**src/rtl/modulated_delay_allpass_macros.svh**
```systemverilog
// ----------------------------------------------------------------------------
// Assertion macros for the modulated delay allpass block
// Shorthands for clocked concurrent assertions that are disabled during reset.
// ----------------------------------------------------------------------------
`ifndef MODULATED_DELAY_ALLPASS_MACROS_SVH
`define MODULATED_DELAY_ALLPASS_MACROS_SVH

// Same-cycle implication, sampled on the rising clock edge.
`define MDA_ASSERT_IMPL(lbl, ante, cons, msg) \
  lbl: assert property (@(posedge clk_i) disable iff (!rst_ni) (ante) |-> (cons)) \
    else $error(msg);

// Next-cycle implication, sampled on the rising clock edge.
`define MDA_ASSERT_NEXT(lbl, ante, cons, msg) \
  lbl: assert property (@(posedge clk_i) disable iff (!rst_ni) (ante) |=> (cons)) \
    else $error(msg);

`endif

```
**src/rtl/mda_pkg.sv**
```systemverilog
// ----------------------------------------------------------------------------
// mda_pkg
// Widths, register indexes, reset values, shared types and a saturation helper for the
// modulated delay allpass block.
// ----------------------------------------------------------------------------
`default_nettype none

package mda_pkg;

  // Field widths
  localparam int unsigned SAMPLE_W = 24;
  localparam int unsigned COEF_W   = 16;
  localparam int unsigned K_W      = 17;   // coefficient after clamping, [-1.0, 1.0]
  localparam int unsigned DLEN_W   = 12;
  localparam int unsigned CFG_W    = 16;
  localparam int unsigned CFG_IDX_W = 2;

  // Shared multiplier operand and product widths
  localparam int unsigned OPA_W  = 26;
  localparam int unsigned OPB_W  = 17;
  localparam int unsigned PROD_W = 43;
  localparam int unsigned R15_W  = PROD_W - 15;
  localparam int unsigned R14_W  = PROD_W - 14;

  // Configuration register indexes
  localparam logic [CFG_IDX_W-1:0] CFG_FEEDBACK     = 2'd0;
  localparam logic [CFG_IDX_W-1:0] CFG_DELAY_LENGTH = 2'd1;
  localparam logic [CFG_IDX_W-1:0] CFG_MAKEUP_GAIN  = 2'd2;

  // Reset values of the configuration registers
  localparam logic [CFG_W-1:0]  FEEDBACK_RST = 16'd0;
  localparam logic [DLEN_W-1:0] DLEN_RST     = 12'd1;
  localparam logic [CFG_W-1:0]  GAIN_RST     = 16'd16384;

  // Request to the shared multiplier
  typedef struct packed {
    logic                    en;
    logic signed [OPA_W-1:0] a;
    logic signed [OPB_W-1:0] b;
  } mac_req_t;

  // Rounded views of the registered product
  typedef struct packed {
    logic signed [R15_W-1:0] rnd15;
    logic signed [R14_W-1:0] rnd14;
  } mac_rsp_t;

  // Saturate a wide signed value to the 24-bit sample range.
  function automatic logic signed [SAMPLE_W-1:0] sat_sample(
    input logic signed [R14_W-1:0] v
  );
    logic signed [R14_W-1:0] hi;
    logic signed [R14_W-1:0] lo;
    hi = R14_W'(signed'(24'sh7fffff));
    lo = R14_W'(signed'(24'sh800000));
    if (v > hi) begin
      return 24'sh7fffff;
    end else if (v < lo) begin
      return 24'sh800000;
    end else begin
      return v[SAMPLE_W-1:0];
    end
  endfunction

endpackage

`default_nettype wire

```
**src/rtl/mda_mac.sv**
```systemverilog
// ----------------------------------------------------------------------------
// mda_mac
// Shared signed multiplier with a registered product and rounded outputs.
// ----------------------------------------------------------------------------
`default_nettype none

module mda_mac (
  input  wire logic              clk_i,
  input  wire mda_pkg::mac_req_t req_i,
  output mda_pkg::mac_rsp_t      rsp_o
);

  logic signed [mda_pkg::PROD_W-1:0] prod_q;
  logic signed [mda_pkg::PROD_W-1:0] prod_d;
  logic signed [mda_pkg::PROD_W-1:0] sum15;
  logic signed [mda_pkg::PROD_W-1:0] sum14;

  // One signed multiply per enabled cycle.
  always_comb begin
    prod_d = mda_pkg::PROD_W'(req_i.a) * mda_pkg::PROD_W'(req_i.b);
  end

  always_ff @(posedge clk_i) begin
    if (req_i.en) begin
      prod_q <= prod_d;
    end
  end

  // Round to nearest, ties upward: add half, then keep the upper bits.
  assign sum15 = prod_q + mda_pkg::PROD_W'(signed'(16'sd16384));
  assign sum14 = prod_q + mda_pkg::PROD_W'(signed'(16'sd8192));

  assign rsp_o.rnd15 = sum15[mda_pkg::PROD_W-1:15];
  assign rsp_o.rnd14 = sum14[mda_pkg::PROD_W-1:14];

endmodule

`default_nettype wire

```
**config.mk**
```make
export PLATFORM = sky130hd
export DESIGN_NAME = mda_mac
export DESIGN_NICKNAME = d
export VERILOG_FILES = /design/src/rtl/modulated_delay_allpass_macros.svh /design/src/rtl/mda_pkg.sv /design/src/rtl/mda_mac.sv
export SDC_FILE = /design/constraint.sdc
export NUM_CORES = 1
export LEC_CHECK = 0
export BUFFER_PORTS_ARGS = -buffer_cell sky130_fd_sc_hd__buf_2
export CELL_PAD_IN_SITES_DETAIL_PLACEMENT = 0
export CELL_PAD_IN_SITES_GLOBAL_PLACEMENT = 1
export CORE_MARGIN = 1
export CORE_UTILIZATION = 54
export CTS_BUF_LIST = sky130_fd_sc_hd__clkbuf_8 sky130_fd_sc_hd__clkbuf_16
export DETAILED_ROUTE_END_ITERATION = 10
export PLACE_DENSITY_LB_ADDON = 0.15
export RECOVER_POWER = 50
export SETUP_SLACK_MARGIN = 0.1
export SYNTH_ARGS = -nofsm -noshare
export SYNTH_HDL_FRONTEND = slang
export SYNTH_SLANG_ARGS = --single-unit
```
**constraint.sdc**
```tcl
create_clock -name clk_i -period 18.1 [get_ports clk_i]
set_input_delay 5.43 -clock clk_i [delete_from_list [all_inputs] [get_ports clk_i]]
set_output_delay 5.43 -clock clk_i [all_outputs]
set_load 0.1 [all_outputs]
```
* Word-level counts from Yosys, hierarchy flattened
Cells that the tools add are included.
** Storage, ports and cells
- Flip-flop bits (word level) :: 43
- Bits of input ports :: 45
- Output and inout port bits :: 57
- Logic and storage cells :: 4
** Cells by class
- Add/subtract/negate cells :: 2
- Multipliers :: 1
** Operator list (count)
- 43-bit by 15-bit adder with 43-bit output (second input constant) :: 1
- 43-bit by 16-bit adder with 43-bit output (second input constant) :: 1
- 26-bit by 17-bit multiplier with 43-bit output :: 1

* Depth between registers and ports, before layout
Gate-level depths: netlist of run 1.
- Depth after elaboration :: 1
- Gate-level depth with buffers :: 24
- Mapped depth without buffers :: 23

* Least setup slack after synthesis of run 1
OpenSTA, ideal clock, no wires.
- Kind :: input -> register
- From :: input port req_i[10] (netlist name)
- To :: register prod_q[41] (netlist name) (data pin)
- Data arrival time :: 11092 ps
- Required time :: 17842 ps
- Path slack :: 6750 ps
- Stages on the path :: 21
- Buffers on the path :: 2
- Cells stage by stage :: clkbuf_1 -> clkbuf_1 -> nand2_1 -> fa_1 -> inv_1 -> fa_1 -> fa_1 -> fa_1 -> fa_1 -> inv_1 -> fa_1 -> inv_1 -> ha_1 -> a2111oi_4 -> o2111a_2 -> o311ai_2 -> a211o_1 -> a21oi_2 -> o211ai_1 -> a21oi_1 -> xnor2_1
** Between the ends
- Word-level cells in the longest chain between the ends :: 1
** Ends and longest elaborated chain
- start, declared :: line mda_mac.sv:9 : input wire mda_pkg::mac_req_t req_i,
- 26-bit by 17-bit multiplier with 43-bit output :: line mda_mac.sv:20 : prod_d = mda_pkg::PROD_W'(req_i.a) * mda_pkg::PROD_W'(req_i.b);
- via prod_d (one bit) :: line mda_mac.sv:14 : logic signed [mda_pkg::PROD_W-1:0] prod_d;
- end signal, assigned :: line mda_mac.sv:25 : prod_q <= prod_d;
- end, declared :: line mda_mac.sv:13 : logic signed [mda_pkg::PROD_W-1:0] prod_q;
The timed path passes the listed nets, and every way through them passes these cells.
A chain may end at the register's enable or synchronous reset.

* Final worst setup path of run 1
- From :: input port req_i[16] (netlist name)
- To :: register prod_q[42] (netlist name) (data pin)
The elaborated chain is that of the path after synthesis.

==> key figures, run 1 <==
Run status
  – Status: finished, violations left
  – Violated checks: design-rule violations

GRT
  – GR Overflow Total: 0
  – First-pass GRT wire length: 68400 µm
  – Number of global-route vias before repair: 12895
  – Initial antenna violation count: 0
  – Largest net degree at the start of global routing: 31
  – Global Route Usage Sum: 0.269

Hold path
  – Hold path depth: 1
  – Hold EP: prod_q[14]
  – Min-Delay Path Class: input pin to flop
  – Hold_sp: req_i[43]

Detailed routing
  – Post-DRT Antenna Nets: 0
  – 1st-iter DRT viols: between 700 and 800
  – First-pass DRT Iterations: 8
  – Routed wire per std cell: roughly 18 µm
  – Via Count: roughly 12000
  – Avg Vias per Cell: roughly 5.2
  – Total wire length: 40600 µm
  – Residual DRC: 15

STA
  – Final worst-path cycle share: 0.650
  – Setup TNS: 0 ns
  – Slew Limit Fails: 0
  – Final setup viols: 0
  – Max Fclk: around 85 MHz
  – Max_slew headroom: 0.0316
  – Slew @ Worst Pin: 1.45 ns
  – Final hold violations: 0
  – RSZ-0062 raised after global routing: no
  – Crit path time final: between 10 and 15 ns

Final layout
  – NumNets Final: about 2500
  – Largest regs: prod_q x30
  – Share of cells above drive strength 1: 0.0494
  – ANT cells: 0
  – Area delta synth->final: 5.09%
  – # fillers: 2834
  – Biggest register: prod_q
  – Max reg flops: 30

Placed design
  – Final HPWL DP: 34000 µm
  – Placer Congestion: about 0.85
  – PortBufs: 101

Yosys
  – Cell area after synthesis: around 17000 µm²
  – Number of synthesized flops with an enable pin: 30
  – Main synth FF type: edfxtp_1
  – Post-synth top area share: 0.504
  – Syn Area/Cell: roughly 9.1 µm²
  – Synth Instances: approximately 1900
  – Post-synthesis sequential area ratio: 0.0527
  – Yosys reg bits: 30
  – Area leader, netlist: fa_1
  – Count of different cell masters after synthesis: 56
  – Synth warnings: 0
  – Post-Syn Nets: around 2400
  – Post-synthesis async set-or-reset flop share: 0
  – Synth area leaders: fa_1, inv_1, ha_1

Clocking
  – CTS clk-pin slew, worst paths: about 0.050 ns
  – Clock root cell: clkbuf_16
  – Total CTS buffers: 5
  – CTS tree: done
  – Postcts setup bufs: 0
  – Post_cts resized: 0
  – CTS H-tree depth: 2
  – Post-CTS Hold Buffers: 0
  – CTS Sinks: 30
  – Clock Path Buffers: 2

Critical path
  – Critical-path maximum fanout: 21
  – Startpoint Class: input pin
  – Worst EP required: about 18 ns
  – Setup CP Type: input pin to flop
  – Worst Path Arrival: between 10 and 15 ns
  – Critical path endpoint category: flop

Floorplan
  – # rows: 64
  – Die W: approximately 180 µm
  – Die height: between 150 and 200 µm
  – Die area: about 32000 µm²
  – Initial Utilization: 0.555
  – CORE AREA: 30800 µm²
  – I/O pins: around 100

Run
  – Max-Cap Viols: 0
==> through the flow <==
step | utilization | instance area (µm²) | setup slack (ns) | cells | hold WS [ns]
floorplan | - | 17100 | 6.75 | 1869 | 5.54
global placement | 0.578 | 17800 | 6.13 | 2292 | 5.99
detailed placement | 0.578 | 17800 | 6.00 | 2292 | 6.00
CTS | 0.584 | 18000 | 6.30 | 2300 | 5.72
global route | 0.583 | 18000 | 5.98 | 2300 | 6.20
finish | 0.583 | 18000 | 6.34 | 2300 | 6.07
==> cells in the final DEF (no fill, tap or decap), drive strengths merged, types with 7 or more instances in the layout <==
| cell | instances |
|---|---|
| clkbuf | 34 |
| nor3 | 7 |
| edfxtp | 30 |
| inv | 477 |
| nand2 | 258 |
| xnor2 | 58 |
| a21o | 7 |
| nand3 | 22 |
| a21oi | 28 |
| and2 | 193 |
| ha | 101 |
| o21ai | 18 |
| and3 | 17 |
| nand2b | 8 |
| xor2 | 34 |
| nand4 | 16 |
| buf | 72 |
| nor2 | 51 |
| fa | 430 |
==> worst max path at each step <==
stage / startpoint / end / slack, ns / cells after the start
2_1_floorplan: req_i[10] / prod_q[41] / 6.75 / 21
3_3_place_gp: req_i[16] / prod_q[41] / 6.13 / 20
3_5_place_dp: req_i[16] / prod_q[42] / 6.00 / 20
4_1_cts: req_i[16] / prod_q[42] / 6.30 / 20
5_1_grt: req_i[16] / prod_q[41] / 5.98 / 20
6_report: req_i[16] / prod_q[42] / 6.34 / 20
==> synth_stat cells (all sizes together), types with 16 or more instances <==
library cell,n
fa,430
nor2,51
edfxtp,30
ha,101
xnor2,58
o21ai,18
and2,193
and3,17
xor2,34
inv,477
nand2,258
nand3,22
clkbuf,68
nand4,16
a21oi,28
==> final cells by class <==
| cell class | instances | area, µm² | area share |
|---|---|---|---|
| Tap cell | 396 | 495 | 0.0276 |
| Timing Repair Buffer | 101 | 469 | 0.0261 |
| Multi-Input combinational cell | 1288 | 14100 | 0.786 |
| Sequential cell | 30 | 901 | 0.0501 |
| Inverter | 477 | 1790 | 0.0997 |
| Clock inverter | 3 | 63.8 | 0.00355 |
| Clock buffer | 5 | 125 | 0.00696 |
==> logic make-up (layout without fill, tap and decap cells) <==
logic type,after synthesis,count (layout),synth area share
compound gates,79,79,0.0332
xor+xnor,92,92,0.0471
fa+ha+maj,531,531,0.577
buf+inv,551,586,0.121
flops,30,30,0.0527
simple gates,586,586,0.168
==> metal layers <==
metal | vias to the layer above | wire length [µm] | global-route usage
met5 | - | 0 | 0
li1 | 5480 | - | -
met2 | 433 | 17100 | 0.406
met4 | 0 | 527 | 0.0510
met3 | 30 | 3830 | 0.0600
met1 | 6102 | 19100 | 0.401
==> worst max-delay path, stage by stage <==
cell,delay (ns)
buf_2,0.14
inv_1,0.63
nor2_1,0.15
fa_1,0.54
fa_1,0.52
fa_1,0.52
fa_1,0.53
fa_1,0.57
inv_1,0.06
fa_1,0.53
inv_1,0.04
ha_1,0.37
a2111oi_4,0.33
o2111a_2,0.27
o311ai_2,0.13
a211o_1,0.30
a21oi_2,0.24
o21ai_2,0.11
o41ai_2,0.24
xnor2_1,0.11
Power of run 1 is not shown: default switching activity piles up to over one toggle a cycle in this logic, so the estimate is an artifact.
==> run 2: changes to the inputs <==
--- a/config.mk
+++ b/config.mk
@@ -5,11 +5,12 @@
 export SDC_FILE = /design/constraint.sdc
 export NUM_CORES = 1
 export LEC_CHECK = 0
+export ABC_AREA = 1
 export BUFFER_PORTS_ARGS = -buffer_cell sky130_fd_sc_hd__buf_2
 export CELL_PAD_IN_SITES_DETAIL_PLACEMENT = 0
 export CELL_PAD_IN_SITES_GLOBAL_PLACEMENT = 1
 export CORE_MARGIN = 1
-export CORE_UTILIZATION = 54
+export CORE_UTILIZATION = 49
 export CTS_BUF_LIST = sky130_fd_sc_hd__clkbuf_8 sky130_fd_sc_hd__clkbuf_16
 export DETAILED_ROUTE_END_ITERATION = 10
 export PLACE_DENSITY_LB_ADDON = 0.15
==> constraint.sdc (replaced) <==
create_clock -name clk_i -period 11.07 [get_ports clk_i]
set_input_delay 3.321 -clock clk_i [delete_from_list [all_inputs] [get_ports clk_i]]
set_output_delay 3.321 -clock clk_i [all_outputs]
set_load 0.1 [all_outputs]
==> key figures, run 2 <==
Final layout
  – # fillers: 3822 (+35%)
  – ANT cells: 0 (unchanged)
  – Share of cells above drive strength 1: 0.0489 (-0.000501)
  – Most frequent cells in the layout: inv_1, nand2_1, fa_1
  – Area delta synth->final: 4.72%
  – NumNets Final: 3051 (+23%)
  – Commonest non-fill, non-tap cell in the layout: inv_1
  – Max reg flops: 30 (unchanged)
  – Biggest register: prod_q
  – Largest regs: prod_q x30

Clocking
  – Clock Path Buffers: 2 (unchanged)
  – Post_cts resized: 0 (unchanged)
  – CTS H-tree depth: 2 (unchanged)
  – CTS Sinks: 30 (unchanged)
  – Total CTS buffers: 5 (unchanged)
  – Post-CTS Hold Buffers: 0 (unchanged)
  – CTS clk-pin slew, worst paths: 0.05 ns (about the same)
  – Clock root cell: clkbuf_16
  – CTS tree: done
  – Postcts setup bufs: 0 (unchanged)

GRT
  – First-pass GRT wire length: 83800 µm (+22%)
  – GR Overflow Total: 0 (unchanged)
  – Largest net degree at the start of global routing: 31 (unchanged)
  – Initial antenna violation count: 0 (unchanged)
  – Global Route Usage Sum: 0.279 (+0.00964)
  – Number of global-route vias before repair: 15755 (+22%)

Placed design
  – PortBufs: 101 (unchanged)
  – Final HPWL DP: 43300 µm (+27%)
  – Placer Congestion: 0.903 (+5.8%)

Yosys
  – Synth warnings: 0 (unchanged)
  – Post-synth top area share: 0.460 (-0.0439)
  – Yosys reg bits: 30 (unchanged)
  – Main synth FF type: edfxtp_1
  – Cell area after synthesis: 18700 µm² (+9.6%)
  – Area leader, netlist: fa_1
  – Post-Syn Nets: 3042 (+24%)
  – Synth Instances: 2466 (+32%)
  – Synth area leaders: fa_1, inv_1, nand2_1
  – Number of synthesized flops with an enable pin: 30 (unchanged)
  – Count leader, synth: inv_1
  – Post-synthesis async set-or-reset flop share: 0 (unchanged)
  – Count of different cell masters after synthesis: 33 (-41%)
  – Top cells by count, synth: inv_1, nand2_1, fa_1, nor2_1, ha_1
  – Post-synthesis sequential area ratio: 0.0481 (-0.00459)
  – Syn Area/Cell: 7.59 µm² (-17%)

Critical path
  – Worst-path cell chain: buf_2 > nand2_1 > fa_1 > inv_1 > fa_1 > inv_1 > fa_1 > inv_1 > fa_1 > fa_1 > inv_1 > fa_1 > inv_1 > ha_1 > inv_1 > o21ai_0 > a21oi_1 > o21ai_0 > a21oi_1 > nand3_1 > nand2_1 > nand2_1
  – Startpoint Class: input pin
  – Critical path endpoint category: flop
  – Worst Path Arrival: 9.52 ns (-2.25 ns)
  – Delay of the slowest cell on the worst path: 0.75 ns (+0.12 ns)
  – Critical-path maximum fanout: 26 (+24%)
  – CP bufs+invs: 7 (+3)
  – Setup CP Type: input pin to flop
  – CP top delay family: adder cells
  – Critical-path top delay cell: fa_1
  – Worst EP required: 11.07 ns (-7.04 ns)

Run status
  – Violated checks: max-capacitance violations, max-slew violations
  – Status: finished, violations left

Hold path
  – Min-Delay Path Class: input pin to flop

STA
  – Slew @ Worst Pin: 1.75 ns (+0.302 ns)
  – Final hold violations: 0 (unchanged)
  – Setup TNS: 0 ns (unchanged)
  – RSZ-0062 raised after global routing: no
  – Final worst-path cycle share: 0.860
  – Slew Limit Fails: 31 (+31)
  – Max_slew headroom: -0.169 (-0.201)
  – Final setup viols: 0 (unchanged)
  – Max Fclk: about 100 MHz
  – Crit path time final: 9.52 ns

Detailed routing
  – Via Count: 14598 (+21%)
  – First-pass DRT Iterations: 5 (-3)
  – Post-DRT Antenna Nets: 0 (unchanged)
  – Avg Vias per Cell: 4.89 (-6.7%)
  – Total wire length: 50700 µm (+25%)
  – 1st-iter DRT viols: 873 (+18%)
  – Residual DRC: 0 (-15)
  – Routed wire per std cell: 17.0 µm (-3.8%)

Floorplan
  – CORE AREA: 37700 µm² (+22%)
  – Die W: 198 µm (+9.8%)
  – Initial Utilization: 0.497 (-0.0573)
  – Die height: 198 µm (+9.8%)
  – I/O pins: 102 (unchanged)
  – Die area: 39000 µm² (+20%)
  – # rows: 71 (+11%)

Run
  – Max-Cap Viols: 1 (+1)
==> run 2: cell types whose count changed in the layout (fill, tap and decap cells not counted), moves of 9 or more <==
cell,change
a21oi_1,+22
and3_1,-15
xnor2_1,-46
o21ai_0,+15
and2_1,-192
nand3_1,+18
nor2_2,+9
nand2_1,+366
nor2_1,+67
xor2_1,+26
nor3_1,+13
inv_1,+292
nand2_2,+9
==> run 2: stage by stage <==
| step | cells | area (µm²) | hold slack, ns | worst slack, ns | utilization |
|---|---|---|---|---|---|
| floorplan | 2466 | 18700 | 3.43 | 2.14 | - |
| global placement | 2979 | 19500 | 3.93 | 1.37 | 0.518 |
| detailed placement | 2979 | 19500 | 3.95 | 1.36 | 0.518 |
| finish | 2987 | 19600 | 4.09 | 1.55 | 0.521 |
| global route | 2987 | 19600 | 4.14 | 1.24 | 0.521 |
| CTS | 2987 | 19700 | 3.66 | 1.64 | 0.522 |
==> run 2: cell families (layout without fill, tap and decap cells) <==
kind of cell	Yosys count	after routing	share of synthesized area
buffers and inverters	874	884	0.175
AND/OR/NAND/NOR	857	857	0.186
flip-flops	30	30	0.0481
XOR/XNOR	73	73	0.0345
adder cells (fa/ha/maj)	531	531	0.527
AO/OA/AOI/OAI	101	101	0.0295
==> run 2: final cells by class <==
class                   count  area (µm²)  area share
clock buffers               5         125     0.00638
clock inverters             3        12.5    0.000638
inverters                 772        2900       0.148
multi-input cells        1562       14500       0.742
flip-flops and latches     30         901      0.0459
well taps                 511         639      0.0326
repair buffers            104         492      0.0251
==> run 2: path summary, 6_finish.rpt <==
kind                  start          to  slack [ns]  cells past startpoint
setup / recovery   req_i[5]  prod_q[38]        1.55                     22
hold / removal    req_i[17]  prod_q[13]        4.09                      7
==> run 2: tightest hold or removal path, stage by stage <==
cell	delay, ns
buf_2	0.24
nand2_1	0.17
nor2_1	0.05
nand2_1	0.13
nor2_1	0.09
nor2_1	0.13
xnor2_1	0.13
==> run 2: per-layer routing <==
metal,vias to the layer above,wire (µm),GRT usage
met5,-,0,0
met4,0,759,0.0451
met3,42,2210,0.0191
met2,364,24800,0.489
met1,7279,23000,0.384
li1,6913,-,-
Power of run 2 is left out for the same reason.
==> run 3: changes to the inputs <==
--- a/config.mk
+++ b/config.mk
@@ -11,7 +11,6 @@
 export CELL_PAD_IN_SITES_GLOBAL_PLACEMENT = 1
 export CORE_MARGIN = 1
 export CORE_UTILIZATION = 49
-export CTS_BUF_LIST = sky130_fd_sc_hd__clkbuf_8 sky130_fd_sc_hd__clkbuf_16
 export DETAILED_ROUTE_END_ITERATION = 10
 export PLACE_DENSITY_LB_ADDON = 0.15
 export RECOVER_POWER = 50
==> key figures, run 3 (synthesis results as in run 2) <==
Run status
  – Status: finished, violations left
  – Violated checks: max-capacitance violations, max-slew violations

STA
  – Setup TNS: 0 ns (unchanged)
  – Max Fclk: 105 MHz (about the same)
  – RSZ-0062 raised after global routing: no
  – Final setup viols: 0 (unchanged)
  – Final worst-path cycle share: 0.860 (about the same)
  – Final hold violations: 0 (unchanged)
  – Slew Limit Fails: 31 (unchanged)
  – Max_slew headroom: -0.174 (-0.00440)
  – Slew @ Worst Pin: 1.76 ns (+0.00659 ns)
  – Crit path time final: 9.52 ns (-0.0000400 ns)

Critical path
  – Setup CP Type: input pin to flop
  – Startpoint Class: input pin
  – Worst EP required: 11.07 ns (about the same)
  – Critical-path maximum fanout: 26 (unchanged)
  – Worst Path Arrival: 9.52 ns (about the same)
  – Critical path endpoint category: flop

Detailed routing
  – 1st-iter DRT viols: 873 (unchanged)
  – Max Used Layer: met4
  – Post-DRT Antenna Nets: 0 (unchanged)
  – Avg Vias per Cell: 4.89 (about the same)
  – Total wire length: 50700 µm (about the same)
  – Met1 WL: 23000 µm (about the same)
  – Residual DRC: 0 (unchanged)
  – First-pass DRT Iterations: 5 (unchanged)
  – Met3 WL post-DR: 2210 µm (-0.23%)
  – Routed wire per std cell: 17.0 µm (about the same)
  – DR WL met2: 24800 µm (about the same)
  – Via Count: 14596 (-0.014%)

GRT
  – Number of global-route vias before repair: 15755 (unchanged)
  – Global Route Usage Sum: 0.279 (unchanged)
  – Largest net degree at the start of global routing: 31 (unchanged)
  – Initial antenna violation count: 0 (unchanged)
  – First-pass GRT wire length: 83800 µm (unchanged)
  – GR Overflow Total: 0 (unchanged)

Floorplan
  – # rows: 71 (unchanged)
  – I/O pins: 102 (unchanged)
  – CORE AREA: 37700 µm² (unchanged)
  – Die area: 39000 µm² (unchanged)
  – Initial Utilization: 0.497 (unchanged)
  – Die W: 198 µm (unchanged)
  – Die height: 198 µm (unchanged)

Clocking
  – CTS clk-pin slew, worst paths: 0.05 ns (about the same)
  – CTS Sinks: 30 (unchanged)
  – CTS tree: done
  – Total CTS buffers: 5 (unchanged)
  – Post-CTS Hold Buffers: 0 (unchanged)
  – Postcts setup bufs: 0 (unchanged)
  – CTS H-tree depth: 2 (unchanged)
  – Clock root cell: clkbuf_16
  – Post_cts resized: 0 (unchanged)
  – Clock Path Buffers: 2 (unchanged)

Final layout
  – Area delta synth->final: 4.72% (unchanged)
  – Max reg flops: 30 (unchanged)
  – Share of the core filled with cells: 0.521 (unchanged)
  – Share of cells above drive strength 1: 0.0489 (unchanged)
  – Commonest non-fill, non-tap cell in the layout: inv_1
  – Most frequent cells in the layout: inv_1, nand2_1, fa_1
  – ANT cells: 0 (unchanged)
  – Largest regs: prod_q x30
  – NumNets Final: 3051 (unchanged)
  – Biggest register: prod_q

Placed design
  – Placer Congestion: 0.903 (unchanged)
  – Final HPWL DP: 43300 µm (unchanged)
  – PortBufs: 101 (unchanged)

Hold path
  – Min-Delay Path Class: input pin to flop
  – Hold path depth: 7 (unchanged)
  – Hold_sp: req_i[17]
  – Hold EP: prod_q[13]

Run
  – Max-Cap Viols: 1 (unchanged)
run 3: cell count changes in the layout (fill, tap and decap cells not counted), sizes merged:
cell	change
clkbuf	+1
inv	-1
run 3: metrics by stage:
step / instances / setup slack, ns / hold slack, ns / area (µm²)
finish: 2987 / 1.55 / 4.09 / 19600
CTS: 2987 / 1.64 / 3.66 / 19700
global placement: 2979 / 1.37 / 3.93 / 19500
global route: 2987 / 1.24 / 4.14 / 19600
floorplan: 2466 / 2.14 / 3.43 / 18700
detailed placement: 2979 / 1.36 / 3.95 / 19500
run 3: how the worst max path moves through the flow:
| stage | from | to | slack (ns) | cells after the start |
|---|---|---|---|---|
| after global routing | req_i[5] | prod_q[38] | 1.24 | 22 |
| after detailed placement | req_i[5] | prod_q[38] | 1.36 | 22 |
| after CTS | req_i[5] | prod_q[38] | 1.64 | 22 |
| after floorplan | req_i[42] | prod_q[42] | 2.14 | 22 |
| final | req_i[5] | prod_q[38] | 1.55 | 22 |
| after global placement | req_i[5] | prod_q[38] | 1.37 | 19 |
run 3: worst max-delay path, stage by stage:
cell	delay [ns]
buf_2	0.56
nand2_1	0.30
fa_1	0.59
inv_1	0.07
fa_1	0.75
inv_1	0.13
fa_1	0.43
inv_1	0.10
fa_1	0.41
fa_1	0.49
inv_1	0.05
fa_1	0.55
inv_1	0.05
ha_1	0.38
inv_1	0.13
o21ai_0	0.15
a21oi_1	0.26
o21ai_0	0.16
a21oi_1	0.23
nand3_1	0.19
nand2_1	0.10
nand2_1	0.11
run 3: per-layer routing:
metal | global-route usage | up-vias
met5 | 0 | -
met4 | 0.0451 | 0
met3 | 0.0191 | 42
met2 | 0.489 | 364
met1 | 0.384 | 7277
li1 | - | 6913
run 3: area by class of cell:
class / instances / area, µm²
clock buffer: 6 / 129
clock inverter: 2 / 8.76
fill: 3822 / 18100
inverter: 772 / 2900
multi-input combinational: 1562 / 14500
sequential: 30 / 901
tap: 511 / 639
timing repair buffer: 104 / 492
Power of run 3 is left out for the same reason.
